--- src/design/lav_pkg.sv ---
// shared types and constants for the look-at view matrix core
`default_nettype none
package lav_pkg;

	localparam int W = 32;

	// front-end job: eye point, forward difference and up vector
	typedef struct packed {
		logic signed [W-1:0] ex, ey, ez;
		logic signed [W:0]   dx, dy, dz;
		logic signed [W-1:0] ux, uy, uz;
	} lav_job_t;

	// finished result row
	typedef struct packed {
		logic [1:0]          row;
		logic signed [W-1:0] c0, c1, c2, c3;
		logic                degen;
		logic                last;
	} lav_row_t;

	// sequencer states of the back end
	typedef enum logic [7:0] {
		ST_IDLE  = 8'b0000_0001,
		ST_NORM  = 8'b0000_0010,
		ST_SQRT  = 8'b0000_0100,
		ST_DIV   = 8'b0000_1000,
		ST_CROSS = 8'b0001_0000,
		ST_DOT   = 8'b0010_0000,
		ST_EMIT  = 8'b0100_0000,
		ST_NEXT  = 8'b1000_0000
	} lav_state_t;

endpackage
`default_nettype wire

--- src/design/lav_queue.sv ---
// short job queue between front end and back end
`default_nettype none
module lav_queue import lav_pkg::*; (
	input  wire logic     clk,
	input  wire logic     arst_n,
	input  wire logic     wr_valid,
	output logic          wr_ready,
	input  wire lav_job_t wr_data,
	output logic          rd_valid,
	input  wire logic     rd_ready,
	output lav_job_t      rd_data
);
	lav_job_t   mem_q [2];
	logic       wp_q, rp_q;
	logic [1:0] cnt_q;

	assign wr_ready = (cnt_q != 2'd2);
	assign rd_valid = (cnt_q != 2'd0);
	assign rd_data  = mem_q[rp_q];

	// two-entry storage
	always_ff @(posedge clk) begin
		if (wr_valid && wr_ready) mem_q[wp_q] <= wr_data;
	end

	// pointers and fill count
	always_ff @(posedge clk or negedge arst_n) begin
		if (!arst_n) begin
			wp_q <= 1'b0; rp_q <= 1'b0; cnt_q <= 2'd0;
		end else begin
			if (wr_valid && wr_ready) wp_q <= ~wp_q;
			if (rd_valid && rd_ready) rp_q <= ~rp_q;
			cnt_q <= cnt_q + 2'((wr_valid && wr_ready) ? 1 : 0)
			               - 2'((rd_valid && rd_ready) ? 1 : 0);
		end
	end
endmodule
`default_nettype wire

--- config.mk ---
export PLATFORM = sky130hd
export DESIGN_NAME = lav_queue
export DESIGN_NICKNAME = d
export VERILOG_FILES = /design/src/design/lav_pkg.sv /design/src/design/lav_queue.sv
export SDC_FILE = /design/constraint.sdc
export NUM_CORES = 1
export LEC_CHECK = 0
export BUFFER_PORTS_ARGS = -buffer_cell sky130_fd_sc_hd__buf_2
export CAP_MARGIN = 20
export CORE_AREA = 2 2 228 230
export DETAILED_ROUTE_END_ITERATION = 7
export DIE_AREA = 0 0 230 232
export PLACE_DENSITY = 0.71
export RECOVER_POWER = 50
export SLEW_MARGIN = 20
export SYNTH_ARGS = -nofsm -noshare
export SYNTH_HDL_FRONTEND = slang
export SYNTH_SLANG_ARGS = --single-unit
--- constraint.sdc ---
create_clock -name clk -period 25.4 [get_ports clk]
set_clock_uncertainty 0.2 [all_clocks]
set_input_delay 1.27 -clock clk [delete_from_list [all_inputs] [get_ports clk]]
set_output_delay 1.27 -clock clk [all_outputs]
set_load 0.03 [all_outputs]
==> flow_results.xml, run 1 <==
<?xml version="1.0" encoding="UTF-8"?>
<metrics>
  <group name="clock_network">
    <metric name="clock_path_buffers" unit="">3</metric>
    <metric name="h_tree_depth" unit="">2</metric>
    <metric name="cts_hold_buffers" unit="">0</metric>
    <metric name="ctsResizeCount" unit="">0</metric>
    <metric name="clkLatencyLatePin" unit="ps">580</metric>
    <metric name="cts_setup_buffers" unit="">0</metric>
    <metric name="clk_slew_on_worst_s_h_paths" unit="ps">60</metric>
    <metric name="cts_sinks" unit="">586</metric>
    <metric name="clk_root_buffer_cell" unit="">clkbuf_16</metric>
    <metric name="tritoncts" unit="">built</metric>
    <metric name="numCtsBuffers" unit="">57</metric>
  </group>
  <group name="worst_setup_path">
    <metric name="cp.arrival" unit="ps">7210</metric>
    <metric name="regToRegSetupSlack" unit="ps">18270</metric>
    <metric name="crit_slowest_cell" unit="">clkbuf_1</metric>
    <metric name="crit-reg2reg-launch" unit="">cnt_q[1]$_DFF_PN0_</metric>
    <metric name="cp_max_fo" unit="">68</metric>
    <metric name="critical_path_class" unit="">in -&gt; reg</metric>
    <metric name="worstPathRequired" unit="ps">25410</metric>
    <metric name="worstPathCellList" unit="">buf_2 &gt; and3_1 &gt; clkbuf_1 &gt; buf_4</metric>
    <metric name="crit_path_end_kind" unit="">flop</metric>
    <metric name="start_kind" unit="">input port</metric>
    <metric name="crit_path_max_incr_delay" unit="ps">2840</metric>
    <metric name="worstSetupStartpoint" unit="">wr_valid</metric>
  </group>
  <group name="power_and_ir_drop">
    <metric name="power.leakage" unit="nW">9.39</metric>
    <metric name="power.sequential.fraction" unit="%">41.1</metric>
    <metric name="p_int" unit="mW">2.16</metric>
    <metric name="vdd_ir_drop_max" unit="V">0.0000968</metric>
    <metric name="switching_share_of_total_power" unit="%">36.0</metric>
    <metric name="total_power_density_per_cell_area" unit="nW/um^2">128</metric>
    <metric name="clock_power_share" unit="%">23.0</metric>
    <metric name="share_comb_of_total_power" unit="%">35.9</metric>
    <metric name="p_sw" unit="mW">1.22</metric>
  </group>
  <group name="place">
    <metric name="placedInstanceArea" unit="sq um">24900</metric>
    <metric name="pre_cts_ws" unit="ps">20780</metric>
    <metric name="place.detailed.hpwl" unit="microns">32300</metric>
    <metric name="numPortBuffers" unit="">587</metric>
    <metric name="place_congestion" unit="">0.816</metric>
  </group>
  <group name="run_status">
    <metric name="outcome" unit="">complete, but fails checks</metric>
    <metric name="violations" unit="">max-capacitance violations, max-slew violations</metric>
  </group>
  <group name="timing">
    <metric name="max_freq" unit="MHz">139</metric>
    <metric name="slew_violations" unit="">214</metric>
    <metric name="total_setup_violations_reported_at_the_end_of_the_flow" unit="">0</metric>
    <metric name="final.setup.tns" unit="ps">0</metric>
    <metric name="worstMarginPinSlew" unit="ps">3880</metric>
    <metric name="finalCritPeriodShare" unit="%">28.3</metric>
    <metric name="rsz0062_at_grt" unit="">no</metric>
    <metric name="maxSlewHeadroom" unit="%">-159</metric>
    <metric name="final_period_minus_worst_setup_slack" unit="ps">7200</metric>
    <metric name="final_critical_path_setup_slack" unit="ps">18200</metric>
    <metric name="hold_violations" unit="">0</metric>
  </group>
  <group name="yosys">
    <metric name="synth_compound_area_share" unit="%">0</metric>
    <metric name="synth_area" unit="sq um">21300</metric>
    <metric name="netlist-cell-type-count" unit="">15</metric>
    <metric name="share_of_cell_area_taken_by_muxes_after_synthesis" unit="%">15.4</metric>
    <metric name="yosys.area_share.xor_xnor" unit="%">0.164</metric>
    <metric name="seq_area_frac_synth" unit="%">82.5</metric>
    <metric name="synth.yosys.warnings" unit="">0</metric>
    <metric name="most_area_hungry_cell_type_in_the_yosys_netlist" unit="">edfxtp_1</metric>
    <metric name="main_combinational_cell_family_by_area_after_synthesis" unit="">multiplexers</metric>
    <metric name="syn_nets" unit="">1219</metric>
    <metric name="synth_top_cell_area_share" unit="%">82.0</metric>
    <metric name="yosys.area_share.adder" unit="%">0.117</metric>
    <metric name="post_syn_area_per_cell" unit="sq um">23.1</metric>
    <metric name="synth_seq_cells" unit="">586</metric>
    <metric name="yosys-top-cells-area" unit="">edfxtp_1 82%, mux2_2 15%, buf_6 1.6%</metric>
    <metric name="postSynthCellCount" unit="">922</metric>
    <metric name="synth_simple_gate_area_share" unit="%">0.153</metric>
  </group>
  <group name="route">
    <metric name="amount_of_wire_on_met3_after_detailed_routing" unit="microns">3980</metric>
    <metric name="overall_via_count_from_detail_route" unit="">11000</metric>
    <metric name="drt_wl_total" unit="microns">46700</metric>
    <metric name="top_layer" unit="">met5</metric>
    <metric name="drcViolationCount" unit="">0</metric>
    <metric name="routedWlPerCell" unit="microns">20.5</metric>
    <metric name="first_iter_violations" unit="">558</metric>
    <metric name="antenna_violating_nets_post_route" unit="">0</metric>
    <metric name="detail_route.first_pass.iterations" unit="">4</metric>
    <metric name="routed_wl_met2" unit="microns">23300</metric>
    <metric name="routed_via_density" unit="">4.86</metric>
    <metric name="met1Wirelength" unit="microns">18300</metric>
  </group>
  <group name="run">
    <metric name="max_cap_violations" unit="">4</metric>
  </group>
  <group name="die">
    <metric name="floorplan.die.width" unit="microns">230</metric>
    <metric name="core-area" unit="sq um">50900</metric>
    <metric name="design.die.area" unit="sq um">53400</metric>
    <metric name="initial_utilization" unit="%">41.9</metric>
    <metric name="io-pin-count" unit="">588</metric>
    <metric name="die_h" unit="microns">232</metric>
    <metric name="floorplan.rows" unit="">83</metric>
  </group>
  <group name="min_path">
    <metric name="min_path_type" unit="">reg -&gt; reg</metric>
    <metric name="timing.hold.worst.start" unit="">cnt_q[0]$_DFF_PN0_</metric>
  </group>
  <group name="global_routing">
    <metric name="grt_remaining_overflow" unit="">0</metric>
    <metric name="grt_pass1_wl" unit="microns">67300</metric>
    <metric name="grt_pass1_vias" unit="">11300</metric>
    <metric name="grt_max_degree" unit="">142</metric>
    <metric name="grtUsageTotal" unit="%">16.8</metric>
    <metric name="antenna_found_initial" unit="">4</metric>
  </group>
  <group name="layout">
    <metric name="drive_gt1_share" unit="%">50.1</metric>
    <metric name="layout.cell_area.non_filler" unit="sq um">26400</metric>
    <metric name="num-fill-cells" unit="">4166</metric>
    <metric name="area_growth" unit="%">23.7</metric>
    <metric name="finish.net_count" unit="">1845</metric>
  </group>
</metrics>
## placed cells by master, fill, tap and decap left out, types with 3 or more instances in the layout
master / n
clkbuf_1: 185
clkbuf_16: 57
bufinv_16: 3
edfxtp_1: 582
buf_2: 423
dfrtp_1: 4
buf_4: 8
inv_6: 3
xnor2_1: 3
clkinv_2: 8
mux2_2: 291
clkinv_1: 10
## stage by stage
step	power [mW]	cells	utilization, %	hold slack, ps
after floorplan	2.39	922	-	261
after global placement	2.61	2168	48.8	292
after detailed placement	2.62	2168	48.8	306
after CTS	3.41	2271	52.2	249
after global routing	3.51	2272	51.8	313
final	3.38	2273	51.8	316
## state kept, by name, indices dropped and copies added (netlist names)
register and flops:
rp_q 1, cnt_q 2, mem_q 582, wp_q 1
## critical path: cells and delay by family
family / cells / cell delay [ps]
buffers and inverters: 3 / 3890
and+or+nand+nor: 1 / 1930
## power by group through the flow
stage | Clock, mW | Sequential (mW) | Combinational (mW)
6_report | 0.779 | 1.39 | 1.21
5_1_grt | 0.832 | 1.41 | 1.27
4_1_cts | 0.800 | 1.38 | 1.23
3_5_place_dp | 0 | 1.40 | 1.22
3_3_place_gp | 0 | 1.40 | 1.21
2_1_floorplan | 0 | 1.47 | 0.923
## synthesized netlist by cell type, drive strengths merged
library cell / number
and3: 1
ha: 2
dfrtp: 4
nand2b: 1
xor2: 1
inv: 1
or2: 1
edfxtp: 582
nand2: 1
xnor2: 3
and2: 1
buf: 32
mux2: 291
nor2: 1
## metal layers
| metal | vias to the layer above | track usage, % |
|---|---|---|
| met5 | - | 0 |
| met3 | 79 | 4.92 |
| met4 | 4 | 4.94 |
| met1 | 5497 | 21.1 |
| li1 | 4958 | - |
| met2 | 499 | 28.2 |
## cell type report
type                    instances  area [sq um]  share of cell area, %
diodes                          1          2.50                0.00949
clock buffers                  78          1510                   5.71
clock inverters                25           201                  0.764
inverters                       1          3.75                 0.0142
multi-input cells             303          3370                   12.8
flip-flops and latches        586         17600                   66.7
well taps                     680           851                   3.23
repair buffers                599          2850                   10.8
## worst paths after layout
| kind | cells past startpoint | to |
|---|---|---|
| min in group asynchronous | 1 | rp_q$_DFFE_PN0P_ |
| hold / removal | 1 | cnt_q[0]$_DFF_PN0_ |
| hold reg to reg | 1 | cnt_q[0]$_DFF_PN0_ |
| max in group asynchronous | 1 | cnt_q[1]$_DFF_PN0_ |
| setup reg to reg | 4 | mem_q[1][176]$_DFFE_PP_ |
| setup / recovery | 4 | mem_q[1][176]$_DFFE_PP_ |
## kinds of logic (layout without fill, tap and decap cells)
| kind of cell | count (synthesis) | count (layout) |
|---|---|---|
| AND/OR/NAND/NOR | 6 | 6 |
| buffers and inverters | 33 | 703 |
| XOR/XNOR | 4 | 4 |
| multiplexers | 291 | 291 |
| other | 0 | 1 |
| adder cells (fa/ha/maj) | 2 | 2 |
| flip-flops | 586 | 586 |
(Power assumes the default switching activity.)
==> run 2, diff against run 1 <==
- ABC_AREA: unset -> 1
- CORE_AREA: 2 2 228 230 -> 2 2 229 231
- DIE_AREA: 0 0 230 232 -> 0 0 231 233
- PLACE_DENSITY: 0.71 -> 0.74
- clock period: 25.4 -> 5.9 ns (I/O delays scaled with it)
==> run 2 against run 1 <==
Power increased to 4.7 times the previous value. Utilization increased by 5.7 points. The run still ends with max-capacitance violations, max-slew violations left. Highest routed layer unchanged. Final cell count grew 39%. Via count grew 39%. Sequential share of layout area shrank 6.9 points. Clock power grew to 4.6 times the previous value.
==> flow_results.xml, run 2 <==
<?xml version="1.0" encoding="UTF-8"?>
<metrics>
  <group name="clock_network">
    <metric name="tritoncts" unit="">built</metric>
    <metric name="ctsResizeCount" unit="">0</metric>
    <metric name="cts_sinks" unit="">586</metric>
    <metric name="clkLatencyLatePin" unit="ps">590</metric>
    <metric name="numCtsBuffers" unit="">57</metric>
    <metric name="clock_path_buffers" unit="">3</metric>
    <metric name="cts_setup_buffers" unit="">0</metric>
    <metric name="h_tree_depth" unit="">2</metric>
    <metric name="clk_slew_on_worst_s_h_paths" unit="ps">60</metric>
    <metric name="clk_root_buffer_cell" unit="">clkbuf_16</metric>
  </group>
  <group name="worst_setup_path">
    <metric name="worstPathCellList" unit="">inv_1 &gt; nand2_1 &gt; nand3_1 &gt; clkinvlp_2 &gt; clkbuf_2</metric>
    <metric name="worstPathRequired" unit="ps">5790</metric>
    <metric name="timing.critical_path.buf_inv" unit="">3</metric>
    <metric name="critical_path_class" unit="">reg -&gt; reg</metric>
    <metric name="crit_path_max_incr_delay" unit="ps">2780</metric>
    <metric name="cp_max_fo" unit="">159</metric>
    <metric name="critical_path.top_delay_family" unit="">buffers and inverters</metric>
    <metric name="cp.arrival" unit="ps">4410</metric>
    <metric name="start_kind" unit="">flop</metric>
    <metric name="crit_path_end_kind" unit="">flop</metric>
    <metric name="crit_slowest_cell" unit="">clkbuf_2</metric>
  </group>
  <group name="timing">
    <metric name="max_freq" unit="MHz">221</metric>
    <metric name="final_critical_path_setup_slack" unit="ps">1380</metric>
    <metric name="total_setup_violations_reported_at_the_end_of_the_flow" unit="">0</metric>
    <metric name="slew_violations" unit="">425</metric>
    <metric name="hold_violations" unit="">0</metric>
    <metric name="finalCritPeriodShare" unit="%">76.7</metric>
    <metric name="final.setup.tns" unit="ps">0</metric>
    <metric name="final_period_minus_worst_setup_slack" unit="ps">4520</metric>
    <metric name="rsz0062_at_grt" unit="">no</metric>
    <metric name="maxSlewHeadroom" unit="%">-180</metric>
    <metric name="hold_slack" unit="ps">230</metric>
    <metric name="worstMarginPinSlew" unit="ps">4200</metric>
  </group>
  <group name="die">
    <metric name="initial_utilization" unit="%">42.1</metric>
    <metric name="design.die.area" unit="sq um">53800</metric>
    <metric name="io-pin-count" unit="">588</metric>
    <metric name="floorplan.die.width" unit="microns">231</metric>
    <metric name="die_h" unit="microns">233</metric>
    <metric name="core-area" unit="sq um">51100</metric>
    <metric name="floorplan.rows" unit="">83</metric>
  </group>
  <group name="layout">
    <metric name="drive_gt1_share" unit="%">18.2</metric>
    <metric name="number_of_flip_flops_in_the_largest_register" unit="">582</metric>
    <metric name="most-common-layout-cells" unit="">886 x nand2_1, 582 x edfxtp_1, 358 x buf_2</metric>
    <metric name="finish.net_count" unit="">2733</metric>
    <metric name="layoutNonFillerInstCount" unit="">3169</metric>
    <metric name="area_growth" unit="%">36.7</metric>
    <metric name="largest_register" unit="">mem_q</metric>
    <metric name="num-fill-cells" unit="">3931</metric>
    <metric name="register_cell_area_after_layout" unit="sq um">17600</metric>
    <metric name="leading_cell_type_in_the_layout_fill_and_taps_excluded" unit="">nand2_1</metric>
    <metric name="multi_input_area" unit="sq um">3370</metric>
    <metric name="biggestRegsByFlops" unit="">mem_q x582, cnt_q x2</metric>
  </group>
  <group name="place">
    <metric name="numPortBuffers" unit="">587</metric>
    <metric name="pre_cts_ws" unit="ps">2440</metric>
    <metric name="place_congestion" unit="">0.850</metric>
    <metric name="place.detailed.hpwl" unit="microns">33000</metric>
    <metric name="placed_cells" unit="">2762</metric>
  </group>
  <group name="yosys">
    <metric name="netlist-cell-type-count" unit="">11</metric>
    <metric name="postSynth.asyncResetShare" unit="%">0.683</metric>
    <metric name="synth.yosys.warnings" unit="">0</metric>
    <metric name="post_syn_area_per_cell" unit="sq um">13.9</metric>
    <metric name="synth_flop_cell" unit="">edfxtp_1</metric>
    <metric name="syn_nets" unit="">1849</metric>
    <metric name="yosys-top-cells-area" unit="">edfxtp_1 81%, nand2_1 15%, buf_6 1.6%</metric>
    <metric name="synth_top_cell_area_share" unit="%">81.2</metric>
    <metric name="synth_edf_count" unit="">582</metric>
    <metric name="synth_seq_cells" unit="">586</metric>
    <metric name="most_area_hungry_cell_type_in_the_yosys_netlist" unit="">edfxtp_1</metric>
    <metric name="yosysMostFrequentCell" unit="">nand2_1</metric>
    <metric name="synth_area" unit="sq um">21500</metric>
    <metric name="synth_commonest_cells" unit="">886 x nand2_1, 582 x edfxtp_1, 31 x buf_6, 30 x buf_2, 8 x inv_1</metric>
    <metric name="postSynthCellCount" unit="">1552</metric>
    <metric name="seq_area_frac_synth" unit="%">81.7</metric>
  </group>
  <group name="route">
    <metric name="first_iter_violations" unit="">1028</metric>
    <metric name="drt_wl_total" unit="microns">57600</metric>
    <metric name="routedWlPerCell" unit="microns">18.2</metric>
    <metric name="drcViolationCount" unit="">0</metric>
    <metric name="overall_via_count_from_detail_route" unit="">15300</metric>
    <metric name="detail_route.first_pass.iterations" unit="">5</metric>
    <metric name="routed_via_density" unit="">4.84</metric>
    <metric name="antenna_violating_nets_post_route" unit="">0</metric>
  </group>
  <group name="min_path">
    <metric name="min_path_type" unit="">in -&gt; reg</metric>
  </group>
  <group name="global_routing">
    <metric name="grt_remaining_overflow" unit="">0</metric>
    <metric name="grt_pass1_wl" unit="microns">85200</metric>
    <metric name="grt_pass1_vias" unit="">15800</metric>
    <metric name="grtUsageTotal" unit="%">20.6</metric>
    <metric name="grt_max_degree" unit="">161</metric>
    <metric name="antenna_found_initial" unit="">6</metric>
  </group>
  <group name="run_status">
    <metric name="outcome" unit="">complete, but fails checks</metric>
    <metric name="violations" unit="">max-capacitance violations, max-slew violations</metric>
  </group>
  <group name="power_and_ir_drop">
    <metric name="power.leakage" unit="nW">12.0</metric>
    <metric name="total_power_density_per_cell_area" unit="nW/um^2">535</metric>
    <metric name="vdd_ir_drop_max" unit="V">0.000575</metric>
    <metric name="report.power.total" unit="mW">15.7</metric>
  </group>
  <group name="run">
    <metric name="max_cap_violations" unit="">3</metric>
  </group>
</metrics>
## run 2: what timing repair did
item,4_1_cts,5_1_grt
endpoints found under the hold margin,588,0
hold buffers,295,0
setup endpoints to repair,0,0
## run 2: logic make-up (layout without fill, tap and decap cells)
group | Yosys count | after routing | synth area share, %
other cells | 0 | 5 | 0
fa+ha+maj | 2 | 2 | 0.116
flops | 586 | 586 | 81.7
buf+inv | 74 | 1006 | 2.63
simple gates | 890 | 890 | 15.5
## run 2: final timing paths
path | end | slack [ps] | cells after the start | start
min reg2reg | wp_q$_DFFE_PN0N_ | 280 | 2 | wp_q$_DFFE_PN0N_
max reg2reg | mem_q[0][133]$_DFFE_PP_ | 1380 | 5 | cnt_q[0]$_DFF_PN0_
min in group asynchronous | cnt_q[1]$_DFF_PN0_ | 400 | 3 | arst_n
max | mem_q[0][133]$_DFFE_PP_ | 1380 | 5 | cnt_q[0]$_DFF_PN0_
max in group asynchronous | rp_q$_DFFE_PN0P_ | 4900 | 3 | arst_n
min | mem_q[1][278]$_DFFE_PP_ | 230 | 2 | wr_data[278]
## run 2: worst reg2reg max path, stage by stage, from the launching register on
cell and delay (ps):
dfrtp_1 360, inv_1 60, nand2_1 100, nand3_1 110
clkinvlp_2 110, clkbuf_2 2780
## run 2: report_power, final
| part | internal (mW) | total, mW | switching (mW) | leakage, nW |
|---|---|---|---|---|
| Clock | 2.08 | 3.60 | 1.51 | 0.895 |
| Combinational | 1.39 | 6.03 | 4.64 | 5.68 |
| Sequential | 5.79 | 6.11 | 0.314 | 5.46 |
| Total | 9.26 | 15.7 | 6.46 | 12.0 |
## run 2: area by class of cell
| cell class | count | area share [%] |
|---|---|---|
| Sequential cell | 586 | 59.8 |
| Timing Repair Buffer | 890 | 19.3 |
| Multi-Input combinational cell | 892 | 11.5 |
| Clock buffer | 67 | 5.12 |
| Tap cell | 680 | 2.89 |
| Clock inverter | 40 | 1.19 |
| Inverter | 9 | 0.145 |
| Antenna cell | 5 | 0.0426 |
## run 2: metal layers
layer / share of wire, % / vias up / global-route usage (%)
met5: 0.023 / - / 0
met4: 4.4 / 2 / 9.17
met3: 8.0 / 176 / 5.16
met2: 52 / 797 / 37.0
met1: 35 / 7339 / 22.9
li1: - / 7026 / -
## run 2: stage by stage
| stage | area, sq um | utilization (%) |
|---|---|---|
| 5_1_grt | 29400 | 57.5 |
| 2_1_floorplan | 21500 | - |
| 3_5_place_dp | 24900 | 48.8 |
| 6_report | 29400 | 57.5 |
| 3_3_place_gp | 24900 | 48.8 |
| 4_1_cts | 29700 | 58.2 |
